[config.mk]
export PLATFORM = sky130hd
export DESIGN_NAME = iis_pos_ctr
export DESIGN_NICKNAME = d
export VERILOG_FILES = /design/src/hdl/integral_image_stream_assert.svh /design/src/hdl/iis_pkg.sv /design/src/hdl/iis_pos_ctr.sv
export SDC_FILE = /design/constraint.sdc
export NUM_CORES = 1
export LEC_CHECK = 0
export ABC_CLOCK_PERIOD_IN_PS = 3400
export BUFFER_PORTS_ARGS = -buffer_cell sky130_fd_sc_hd__buf_2
export CAP_MARGIN = 20
export CORE_ASPECT_RATIO = 1.2
export CORE_MARGIN = 4
export CORE_UTILIZATION = 58
export DETAILED_ROUTE_END_ITERATION = 10
export HOLD_SLACK_MARGIN = 0.08
export PLACE_DENSITY_LB_ADDON = 0.25
export SLEW_MARGIN = 20
export SYNTH_ARGS = -nofsm -noshare
export SYNTH_HDL_FRONTEND = slang
export SYNTH_SLANG_ARGS = --single-unit
[constraint.sdc]
create_clock -name clk -period 3.4 [get_ports clk]
set_clock_uncertainty 0.1 [all_clocks]
set_input_delay 0.34 -clock clk [delete_from_list [all_inputs] [get_ports clk]]
set_output_delay 0.34 -clock clk [all_outputs]
set_load 0.02 [all_outputs]
[src/hdl/integral_image_stream_assert.svh]
// Assertion macros for the integral image stream block.
`ifndef INTEGRAL_IMAGE_STREAM_ASSERT_SVH
`define INTEGRAL_IMAGE_STREAM_ASSERT_SVH

// same-cycle implication
`define IIS_ASSERT_NOW(label, ante, cons, msg) \
  label: assert property (@(posedge clk) disable iff (rst) (ante) |-> (cons)) \
    else $error(msg);

// next-cycle implication
`define IIS_ASSERT_NEXT(label, ante, cons, msg) \
  label: assert property (@(posedge clk) disable iff (rst) (ante) |=> (cons)) \
    else $error(msg);

`endif

[src/hdl/iis_pkg.sv]
// Shared constants and types for the integral image stream block.
package iis_pkg;

  localparam int MAX_WIDTH  = 1024;
  localparam int MAX_HEIGHT = 1024;
  localparam int COL_W      = $clog2(MAX_WIDTH);
  localparam int ROW_W      = $clog2(MAX_HEIGHT);
  localparam int DIM_W      = 11;
  localparam int PIX_W      = 8;
  localparam int CSUM_W     = 18;
  localparam int VAL_W      = 28;
  localparam int IN_TDATA_W  = ((PIX_W + 7) / 8) * 8;
  localparam int OUT_TDATA_W = ((VAL_W + 7) / 8) * 8;
  localparam int CFG_IDX_W  = 1;

  localparam logic [DIM_W-1:0] WIDTH_MAX  = DIM_W'(MAX_WIDTH);
  localparam logic [DIM_W-1:0] HEIGHT_MAX = DIM_W'(MAX_HEIGHT);

  typedef enum logic [CFG_IDX_W-1:0] {
    CFG_IMAGE_WIDTH  = 1'b0,
    CFG_IMAGE_HEIGHT = 1'b1
  } cfg_index_t;

  typedef struct packed {
    logic [COL_W-1:0] col;
    logic             row_first;
    logic             last;
  } pos_t;

endpackage

[src/hdl/iis_pos_ctr.sv]
// Frame size registers and raster position counters.
module iis_pos_ctr (
  input  logic                          clk,
  input  logic                          rst,
  input  logic                          cfg_wr_en,
  input  logic [iis_pkg::CFG_IDX_W-1:0] cfg_index,
  input  logic [iis_pkg::DIM_W-1:0]     cfg_data,
  input  logic                          adv,
  output iis_pkg::pos_t                 pos
);
  import iis_pkg::*;

  logic [DIM_W-1:0] image_width;
  logic [DIM_W-1:0] image_height;
  logic [COL_W-1:0] col;
  logic [ROW_W-1:0] row;
  logic [DIM_W-1:0] w_eff;
  logic [DIM_W-1:0] h_eff;
  logic             last_col;
  logic             last_row;

  always_comb begin
    if (image_width == '0) begin
      w_eff = DIM_W'(1);
    end else if (image_width > WIDTH_MAX) begin
      w_eff = WIDTH_MAX;
    end else begin
      w_eff = image_width;
    end
    if (image_height == '0) begin
      h_eff = DIM_W'(1);
    end else if (image_height > HEIGHT_MAX) begin
      h_eff = HEIGHT_MAX;
    end else begin
      h_eff = image_height;
    end
  end

  assign last_col = (DIM_W'(col) + DIM_W'(1)) >= w_eff;
  assign last_row = (DIM_W'(row) + DIM_W'(1)) >= h_eff;

  assign pos.col       = col;
  assign pos.row_first = (row == '0);
  assign pos.last      = last_col && last_row;

  always_ff @(posedge clk) begin
    if (rst) begin
      image_width  <= WIDTH_MAX;
      image_height <= HEIGHT_MAX;
    end else if (cfg_wr_en) begin
      case (cfg_index_t'(cfg_index))
        CFG_IMAGE_WIDTH:  image_width  <= cfg_data;
        CFG_IMAGE_HEIGHT: image_height <= cfg_data;
        default: ;
      endcase
    end
  end

  always_ff @(posedge clk) begin
    if (rst) begin
      col <= '0;
      row <= '0;
    end else if (adv) begin
      if (last_col) begin
        col <= '0;
        row <= last_row ? '0 : row + ROW_W'(1);
      end else begin
        col <= col + COL_W'(1);
      end
    end
  end

endmodule

# [Word-level counts from Yosys, hierarchy flattened]
# Cells that the tools add are included.
[word_totals] regBits=42 latch_bits=0 ramBits=0 romBits=0 mem_count=0
[op_classes] n_addsub=4 multipliers=0 n_div=0 order_cmp=4 eq_ne=0 shift=0 mux=6 n_bitwise=1 n_reduce_logical=7
[ops] cell="two-way mux 11 bit" count=4
[ops] cell="adder 10 x 1 -> 11 bit (second input constant)" count=2
[ops] cell="greater-or-equal comparator 11 bit" count=2
[ops] cell="greater-than comparator 11 bit (second input constant)" count=2
[ops] cell="zero test 11 bit" count=2
[ops] cell="adder 10 x 1 -> 10 bit (second input constant)" count=2
[ops] cell="two-way mux 10 bit" count=2
[ops] cell="zero test 10 bit" count=1
[ops] cell="AND reduction 2 bit" count=3
[ops] cell="logical AND 1 bit" count=1
[ops] cell="inverter 1 bit" count=1

# [Longest topological paths before layout]
# Gate-level depths: netlist of run 1.
[depth] ltp_word=5 depth_mapped=12

# [Worst setup path after synthesis of run 1]
# OpenSTA, ideal clock, no wires.
[synth_path] path_type="register -> output" startpoint="register row[0]" endpoint="output pos[0] in the netlist's numbering" t_arrival_ns=2.372 t_required_ns=2.960 slack_ns=0.588 stages_incl_launch_ff=11 path_buffers=0 path_cell_list="dfxtp_1 > ha_1 > and3_1 > nand3_1 > xnor2_1 > ha_1 > nand3_1 > a211o_1 > a31oi_1 > nor4_4 > a21oi_1"
[synth_rtl] item="start, declared" line="iis_pos_ctr.sv:16" text="logic [ROW_W-1:0] row;"
[synth_rtl] item="start signal, assigned" line="iis_pos_ctr.sv:66" text="row <= last_row ? '0 : row + ROW_W'(1);"
[synth_rtl] item="end, declared" line="iis_pos_ctr.sv:9" text="output iis_pkg::pos_t pos"

==> flow_metrics.env, run 1 <==
export IMPL_pwr_share_seq=0.435
export IMPL_ios=28
export IMPL_syn_nets=350
export IMPL_drv_cap=0
export IMPL_drcViolationCount=0
export IMPL_dieArea_um2=5308
export IMPL_wl_um=5567
export IMPL_cts_sinks=42
export IMPL_p_per_area_nw_per_um2=446.5
export IMPL_cts_reportedPaths_clkPinSlew_ps=80
export IMPL_synth_seq_area_share=0.3450
export IMPL_first_iter_violations=191
export IMPL_tightestPinTransition_ps=704.6
export IMPL_fin_crit_ps=3248
export IMPL_max_slew_margin=0.5293
export IMPL_clkLatencyLatePin_ps=300
export IMPL_arrival_ps=2810
export IMPL_synth_area_um2=2437
export IMPL_avgSynthCellArea_um2=7.888
export IMPL_ys_ff_latch=42
export IMPL_p_switching_w=0.0003350
export IMPL_grt_pass1_vias=2050
export IMPL_syn_inst=309
export IMPL_hold_class="input port to flip-flop"
export IMPL_h_tree_depth=2
export IMPL_fin_ws_ps=151.5
export IMPL_clock_path_buffers=2
export IMPL_crit_path_end_kind="primary output"
export IMPL_grt_max_degree=28
export IMPL_comb_power_share=0.175
export IMPL_diodes=0
export IMPL_drv_slew=0
export IMPL_critPathMaxFanout=6
export IMPL_vias_per_cell=5.733
export IMPL_ant_nets=0
export IMPL_p_clk_frac=0.390
export IMPL_path_class="flip-flop to primary output"
export IMPL_cts_tree="done"
export IMPL_finalHoldViolations=0
export IMPL_p_leak_nw=1.211
export IMPL_min_path_cells=2
export IMPL_fin_nets=376
export IMPL_ctsHoldBuffers=0
export IMPL_clockRootBuffer="clkbuf_8"
export IMPL_layout_drive_gt1_share=0.1518
export IMPL_antenna_found_initial=0
export IMPL_grt_overflow_total=0
export IMPL_p_int_w=0.0009191
export IMPL_grt_setup_unrepaired="false"
export IMPL_routabilityCongestion=0.9554
export IMPL_worstPathRequired_ps=2960
export IMPL_r2r_cells=12
export IMPL_place_hpwl_um=4121
export IMPL_wire_per_inst_um=14.27
export IMPL_fmaxAchievable_ghz=0.3078
export IMPL_pre_cts_ws_ps=361.6
export IMPL_vias=2236
export IMPL_rows=25
export IMPL_swShare=0.2671
export IMPL_die_h_um=79.01
export IMPL_setup_violations_final=0
export IMPL_ir_drop_mv=0.3166
export IMPL_ys_warn_count=0
export IMPL_crit_path_start_kind="flip-flop"
export IMPL_status="finished, final reports clean"
export IMPL_first_pass_iters=4
export IMPL_fp_dieW_um=67.18
export IMPL_track_usage=0.2277
export IMPL_timing_final_crit_share=0.9554
export IMPL_synthToLayoutAreaGrowth_pct=15.25
export IMPL_portBuffers=27
export IMPL_fin_tns_setup_ps=0
export IMPL_cts_inserted_buffers=5
export IMPL_initial_core_util=0.6088
export IMPL_grt_pass1_wl_um=9384
export IMPL_ys_types=40
export IMPL_core_area_um2=4004
==> sequential cells by signal (all words and copies together), names as in the netlist <==
| name | count |
|---|---|
| image_height | 11 |
| image_width | 11 |
| col | 10 |
| row | 10 |
==> worst max-delay path: stages (launching register included) <==
cell and delay, ps:
dfxtp_2 390, ha_1 200, and3_1 230, nand3_1 110
xnor2_1 170, ha_1 360, nand3_1 160, a211o_1 290
a31oi_4 220, nor4_4 90, a21oi_2 130, buf_4 150
==> Yosys cell counts <==
library cell | n | area (um^2)
a211o_1 | 2 | 17.52
a21boi_0 | 1 | 7.510
a21boi_1 | 1 | 7.510
a21o_1 | 2 | 15.01
a21oi_1 | 30 | 150.1
a22o_1 | 7 | 61.31
a31oi_1 | 5 | 31.28
a32o_1 | 4 | 40.04
and2_1 | 2 | 12.51
and3_1 | 5 | 31.28
and4_1 | 1 | 8.760
buf_2 | 1 | 5.000
clkbuf_1 | 8 | 30.03
clkbuf_2 | 1 | 5.000
clkinv_1 | 1 | 3.750
dfxtp_1 | 42 | 840.8
ha_1 | 25 | 312.8
inv_1 | 7 | 26.28
nand2_1 | 85 | 319.1
nand2_2 | 1 | 6.260
nand2b_1 | 6 | 37.54
nand3_1 | 10 | 50.05
nand3b_1 | 3 | 22.52
nand4_1 | 4 | 25.02
nor2_1 | 13 | 48.80
nor2b_1 | 3 | 18.77
nor3_1 | 1 | 5.000
nor3b_1 | 1 | 7.510
nor4_1 | 7 | 43.79
nor4_4 | 1 | 21.27
o21a_1 | 1 | 7.510
o21ai_0 | 6 | 30.03
o221ai_1 | 4 | 35.03
o22ai_1 | 1 | 6.260
o2bb2a_1 | 1 | 10.01
o31ai_2 | 1 | 12.51
or2_2 | 2 | 12.51
or3_1 | 1 | 6.260
xnor2_1 | 7 | 61.31
xor2_1 | 5 | 43.79
==> metal layers <==
| metal | vias to the layer above | global-route usage | wire, um |
|---|---|---|---|
| li1 | 1149 | - | - |
| met1 | 1020 | 0.2945 | 2496 |
| met2 | 56 | 0.3717 | 2676 |
| met3 | 11 | 0.04526 | 295 |
| met4 | 0 | 0.07911 | 97 |
| met5 | - | 0 | 0 |
==> cell families after synthesis <==
group	count (synthesis)	share of synthesized area
buf+inv	18	0.02874
simple gates	146	0.2777
fa+ha+maj	25	0.1283
compound gates	66	0.1771
xor+xnor	12	0.04312
flops	42	0.3450
==> path summary, 6_finish.rpt <==
check                     to  slack, ps            start
min          image_width[10]        180     cfg_data[10]
max reg2reg           row[8]        410           row[0]
max                   pos[0]        150           row[0]
min reg2reg  image_height[4]        370  image_height[4]
==> cell type report <==
type                    count  area, um^2
inverters                   8       30.03
clock inverters             2       60.06
repair buffers             29       152.6
well taps                  54       67.56
flip-flops and latches     42       844.6
clock buffers               6       82.58
fillers                   354        1195
multi-input cells         249        1572
==> metrics by stage <==
stage | area [um^2] | std cells | utilization | power [W] | hold WS, ps
after floorplan | 2437 | 309 | - | 0.0006945 | 349.0
after global placement | 2608 | 381 | 0.6513 | 0.0007476 | 361.1
after detailed placement | 2608 | 381 | 0.6513 | 0.0007525 | 363.7
after CTS | 2758 | 390 | 0.6888 | 0.001239 | 176.7
after global routing | 2809 | 390 | 0.7016 | 0.001312 | 181.8
final | 2809 | 390 | 0.7016 | 0.001254 | 177.9
==> power groups by stage <==
stage / Combinational, W / Clock [W] / Sequential, W
6_report: 0.000220 / 0.000489 / 0.000545
5_1_grt: 0.000245 / 0.000517 / 0.000550
4_1_cts: 0.000203 / 0.000492 / 0.000543
3_5_place_dp: 0.000198 / 0 / 0.000555
3_3_place_gp: 0.000194 / 0 / 0.000554
2_1_floorplan: 0.000143 / 0 / 0.000551
==> timing repair <==
item / in CTS / in global routing
pin swaps: 1 / 1
buffers inserted: 1 / 0
setup endpoints to repair: 1 / 1
gates resized for setup: 0 / 12
==> layout by cell type, fill, tap and decap left out, types with 3 or more instances in the layout <==
cell type and instances:
nor2b_1 3, o221ai_1 4, buf_2 26, xnor2_1 7
clkbuf_8 6, xor2_1 5, nand4_1 4, inv_1 7
nand2b_1 6, ha_1 25, a22o_1 7, a32o_1 4
dfxtp_2 3, nand3_1 9, buf_4 3, nand2_1 85
nor4_1 7, and3_1 5, dfxtp_1 39, o21ai_0 6
a31oi_1 3, nor2_1 13, nand3b_1 3, a21oi_1 28
(Power assumes the default switching activity.)
==> inputs of run 2 (changes only) <==
- CORE_MARGIN: 4 -> default
- CORE_UTILIZATION: 58 -> 35
==> run 2 against run 1 <==
  * Clock power fell by 23%
  * Register-to-register slack got worse by 30 ps
  * Largest cell class unchanged
  * Clock-buffer cell count rose by 2
  * Global-route usage fell by 7.0 points
==> flow_metrics.env, run 2 (synthesis results as in run 1) <==
export IMPL_status="finished, final reports clean"
export IMPL_routabilityCongestion=0.8005
export IMPL_drcViolationCount=0
export IMPL_critPathLaunch="row[2]"
export IMPL_grt_max_degree=28
export IMPL_cpPeakStageDelay_ps=370
export IMPL_tightestPinTransition_ps=665.0
export IMPL_wl_um=5501
export IMPL_hold_class="input port to flip-flop"
export IMPL_clock_path_buffers=2
export IMPL_fmaxAchievable_ghz=0.3102
export IMPL_h_tree_depth=2
export IMPL_drv_cap=0
export IMPL_rows=32
export IMPL_vias_per_cell=5.229
export IMPL_diodes=0
export IMPL_place_hpwl_um=4187
export IMPL_cts_tree="done"
export IMPL_cp_num_buf_inv=2
export IMPL_fin_nets=375
export IMPL_path_delay_family="simple AND/OR/NAND/NOR gates"
export IMPL_max_slew_margin=0.5557
export IMPL_crit_path_end_kind="primary output"
export IMPL_grt_pass1_vias=1988
export IMPL_first_iter_violations=139
export IMPL_crit_path_start_kind="flip-flop"
export IMPL_antenna_found_initial=0
export IMPL_arrival_ps=2780
export IMPL_critPathMaxFanout=6
export IMPL_finalHoldViolations=0
export IMPL_p_leak_nw=1.188
export IMPL_cts_inserted_buffers=5
export IMPL_crit_chain="nand3_1 > inv_1 > nand3_1 > or2_2 > nand2_1 > ha_1 > a21o_1 > a21oi_1 > a31oi_2 > nor4_4 > a21oi_1 > buf_2"
export IMPL_synthToLayoutAreaGrowth_pct=13.81
export IMPL_track_usage=0.1582
export IMPL_first_pass_iters=4
export IMPL_cts_sinks=42
export IMPL_setup_violations_final=0
export IMPL_reg2reg_from="col[0]"
export IMPL_final_common_cell="nand2_1"
export IMPL_fin_crit_ps=3223
export IMPL_reg_top3="image_height x11, image_width x11"
export IMPL_grt_overflow_total=0
export IMPL_final_cell_mix="nand2_1, dfxtp_1, a21oi_1, buf_2, ha_1"
export IMPL_wire_per_inst_um=13.10
export IMPL_ir_drop_mv=0.1917
export IMPL_vias=2196
export IMPL_portBuffers=27
export IMPL_pre_cts_ws_ps=283.4
export IMPL_ant_nets=0
export IMPL_cts_reportedPaths_clkPinSlew_ps=80
export IMPL_cp_slowest_cell="dfxtp_2"
export IMPL_timing_final_crit_share=0.9480
export IMPL_die_h_um=93.42
export IMPL_clkLatencyLatePin_ps=290
export IMPL_initial_core_util=0.3712
export IMPL_fp_dieW_um=78.18
export IMPL_fin_ws_ps=176.7
export IMPL_p_per_area_nw_per_um2=406.4
export IMPL_fin_tns_setup_ps=0
export IMPL_fill_cells=687
export IMPL_core_area_um2=6566
export IMPL_layout_drive_gt1_share=0.1373
export IMPL_hold_path_startpoint="cfg_data[10]"
export IMPL_grt_setup_unrepaired="false"
export IMPL_drv_slew=0
export IMPL_path_class="flip-flop to primary output"
export IMPL_grt_pass1_wl_um=9004
export IMPL_worstPathRequired_ps=2960
export IMPL_ios=28
export IMPL_dieArea_um2=7303
export IMPL_clockRootBuffer="clkbuf_8"
-- run 2: area by class of cell --
| class | instances | area [um^2] | area share |
|---|---|---|---|
| multi-input combinational | 249 | 1538 | 0.5544 |
| sequential | 42 | 847.1 | 0.3054 |
| timing repair buffer | 28 | 142.6 | 0.05142 |
| clock buffer | 8 | 110.1 | 0.03969 |
| tap | 85 | 106.4 | 0.03834 |
| inverter | 8 | 30.03 | 0.01083 |
-- run 2: worst register-to-register path, cell delays in order (launching register included) --
cell      delay (ps)
dfxtp_1          440
ha_1             280
and2_1           190
nand4_1          120
xnor2_1          240
ha_1             280
a21oi_1          140
o21ai_0           90
a31oi_1          340
o21a_1           400
o2bb2a_1         280
o31ai_2           60
-- run 2: power breakdown --
part / internal, W / total (W) / switching [W]
combinational: 0.0000842 / 0.000205 / 0.000121
sequential: 0.000517 / 0.000545 / 0.0000281
clock: 0.000205 / 0.000377 / 0.000172
-- run 2: final timing paths --
kind	endpoint	slack [ps]	cells after the start
max	pos[0]	180	12
min	image_width[10]	180	2
max reg2reg	row[8]	380	11
min reg2reg	image_height[6]	380	2
-- run 2: stage by stage --
step           hold WS (ps)  area [um^2]  total power [W]  utilization  std cells
4_1_cts               165.4         2756         0.001132       0.4198        420
3_5_place_dp          366.0         2639        0.0007527       0.4019        411
2_1_floorplan         349.0         2437        0.0006945            -        309
5_1_grt               171.7         2774         0.001189       0.4224        420
6_report              182.6         2774         0.001127       0.4224        420
3_3_place_gp          361.7         2639        0.0007499       0.4019        411
-- run 2: what timing repair did --
action                                  4_1_cts  5_1_grt
buffers inserted                              1        0
cloned                                        0        0
hold buffers                                  0        0
pin swaps                                     1        1
resized for setup                             0        6
endpoints found under the setup margin        1        1
-- run 2: routing by layer --
layer	vias to the layer above	global-route usage	part of all wire
li1	1137	-	-
met1	997	0.2169	0.50
met2	53	0.2412	0.43
met3	9	0.03220	0.044
met4	0	0.06173	0.019
met5	-	0	0
==> inputs of run 3 (changes only) <==
- CORE_ASPECT_RATIO: 1.2 -> default
==> run 3 against run 2 <==
  * Cell area rose by 1.0%
  * Clock power rose by 6.9%
  * Non-clock buffer count rose by 1
  * Critical path depth did not move
  * Combinational power barely moved
  * Sequential share of layout area fell by 0.18 points
  * Die area barely moved
  * Total power rose by 2.5%
  * Register-to-register slack improved by 40 ps
  * Cell count fell by 0.95%
  * Wire length rose by 0.51%
  * Highest routed layer unchanged
==> flow_metrics.env, run 3 (synthesis results as in run 1) <==
export IMPL_status="finished, final reports clean"
export IMPL_first_pass_iters=4
export IMPL_dieArea_um2=7302
export IMPL_critPathMaxFanout=6
export IMPL_p_int_w=0.0008231
export IMPL_cts_tree="done"
export IMPL_grt_setup_unrepaired="false"
export IMPL_track_usage=0.1582
export IMPL_drcViolationCount=0
export IMPL_cts_sinks=42
export IMPL_grt_overflow_total=0
export IMPL_cts_reportedPaths_clkPinSlew_ps=80
export IMPL_setup_violations_final=0
export IMPL_reg_top3="image_height x11, image_width x11"
export IMPL_synthToLayoutAreaGrowth_pct=14.99
export IMPL_drv_cap=0
export IMPL_p_per_area_nw_per_um2=412.2
export IMPL_pwr_share_seq=0.472
export IMPL_hold_class="input port to flip-flop"
export IMPL_max_slew_margin=0.5511
export IMPL_clock_path_buffers=2
export IMPL_h_tree_depth=2
export IMPL_drv_slew=0
export IMPL_p_leak_nw=1.197
export IMPL_cts_inserted_buffers=5
export IMPL_antenna_found_initial=0
export IMPL_cpPeakStageDelay_ps=380
export IMPL_wl_um=5529
export IMPL_first_iter_violations=96
export IMPL_grt_max_degree=28
export IMPL_p_clk_frac=0.349
export IMPL_core_area_um2=6756
export IMPL_crit_path_end_kind="primary output"
export IMPL_worstPathRequired_ps=2960
export IMPL_ant_nets=0
export IMPL_fin_tns_setup_ps=0
export IMPL_fin_util=0.4148
export IMPL_wire_per_inst_um=13.29
export IMPL_ir_drop_mv=0.2110
export IMPL_layout_drive_gt1_share=0.1518
export IMPL_cp_slowest_cell="dfxtp_2"
export IMPL_ios=28
export IMPL_path_class="flip-flop to primary output"
export IMPL_final_cell_mix="nand2_1, dfxtp_1, a21oi_1, buf_2, ha_1"
export IMPL_finalHoldViolations=0
export IMPL_final_common_cell="nand2_1"
export IMPL_die_h_um=85.45
export IMPL_fin_nets=376
export IMPL_rows=30
export IMPL_fp_dieW_um=85.45
export IMPL_grt_pass1_wl_um=9080
export IMPL_arrival_ps=2750
export IMPL_swShare=0.2876
export IMPL_p_switching_w=0.0003322
export IMPL_totalPowerFinal_w=0.001155
export IMPL_timing_final_crit_share=0.9386
export IMPL_diodes=0
export IMPL_fin_crit_ps=3191
export IMPL_initial_core_util=0.3607
export IMPL_grt_pass1_vias=1968
export IMPL_place_hpwl_um=4234
export IMPL_comb_power_share=0.179
export IMPL_tightestPinTransition_ps=671.9
export IMPL_vias_per_cell=5.197
export IMPL_vias=2162
export IMPL_fmaxAchievable_ghz=0.3134
export IMPL_routabilityCongestion=0.8164
export IMPL_clkLatencyLatePin_ps=310
export IMPL_clockRootBuffer="clkbuf_8"
export IMPL_crit_chain="nand3_2 > inv_1 > nand3_2 > or2_2 > nand2_1 > ha_1 > a21o_1 > a21oi_1 > a31oi_2 > nor4_4 > a21oi_1 > buf_2"
export IMPL_crit_path_start_kind="flip-flop"
export IMPL_portBuffers=27
[run 3: metrics by stage]
stage | instances | hold slack, ps | setup WS [ps] | cell area (um^2)
2_1_floorplan | 309 | 349.0 | 588.2 | 2437
3_3_place_gp | 406 | 362.1 | 268.5 | 2633
3_5_place_dp | 406 | 364.1 | 283.5 | 2633
4_1_cts | 414 | 175.9 | 6.845 | 2743
5_1_grt | 416 | 186.7 | 9.038 | 2803
6_report | 416 | 178.3 | 208.8 | 2803
[run 3: worst max-delay path, delay by kind of cell (launching register included)]
| kind | cells | cell delay, ps |
|---|---|---|
| simple gates | 5 | 970 |
| fa+ha+maj | 1 | 260 |
| buf+inv | 2 | 260 |
| flops | 1 | 380 |
| compound gates | 4 | 570 |
[run 3: final timing paths]
path                  startpoint         endpoint  slack, ps  cells past startpoint
setup reg to reg          col[1]           row[8]        420                     11
setup / recovery          row[2]           pos[0]        210                     12
hold reg to reg   image_width[6]   image_width[6]        370                      2
hold / removal      cfg_data[10]  image_width[10]        180                      2
[run 3: layout make-up]
type / instances / area [um^2]
inverters: 8 / 30.03
well taps: 80 / 100.1
clock inverters: 2 / 37.54
fillers: 723 / 3954
clock buffers: 6 / 72.57
flip-flops and latches: 42 / 850.8
repair buffers: 29 / 150.1
multi-input cells: 249 / 1562
[run 3: what timing repair did]
item                       4_1_cts  5_1_grt
resized for setup                0       12
setup buffers                    0        2
setup endpoints to repair        0        3
hold buffers                     0        0
[run 3: metal layers]
layer / share of wire / up-vias / global-route usage
met5: 0 / - / 0
li1: - / 1146 / -
met4: 0.014 / 0 / 0.05455
met1: 0.54 / 977 / 0.2241
met2: 0.42 / 33 / 0.2371
met3: 0.028 / 6 / 0.03405
[run 3: power groups by stage]
stage                     registers [W]  logic [W]  clock network (W)
after floorplan                0.000551   0.000143                  0
after global placement         0.000556   0.000193                  0
after detailed placement       0.000556   0.000195                  0
after CTS                      0.000545   0.000195           0.000411
after global routing           0.000550   0.000234           0.000431
final                          0.000546   0.000207           0.000403
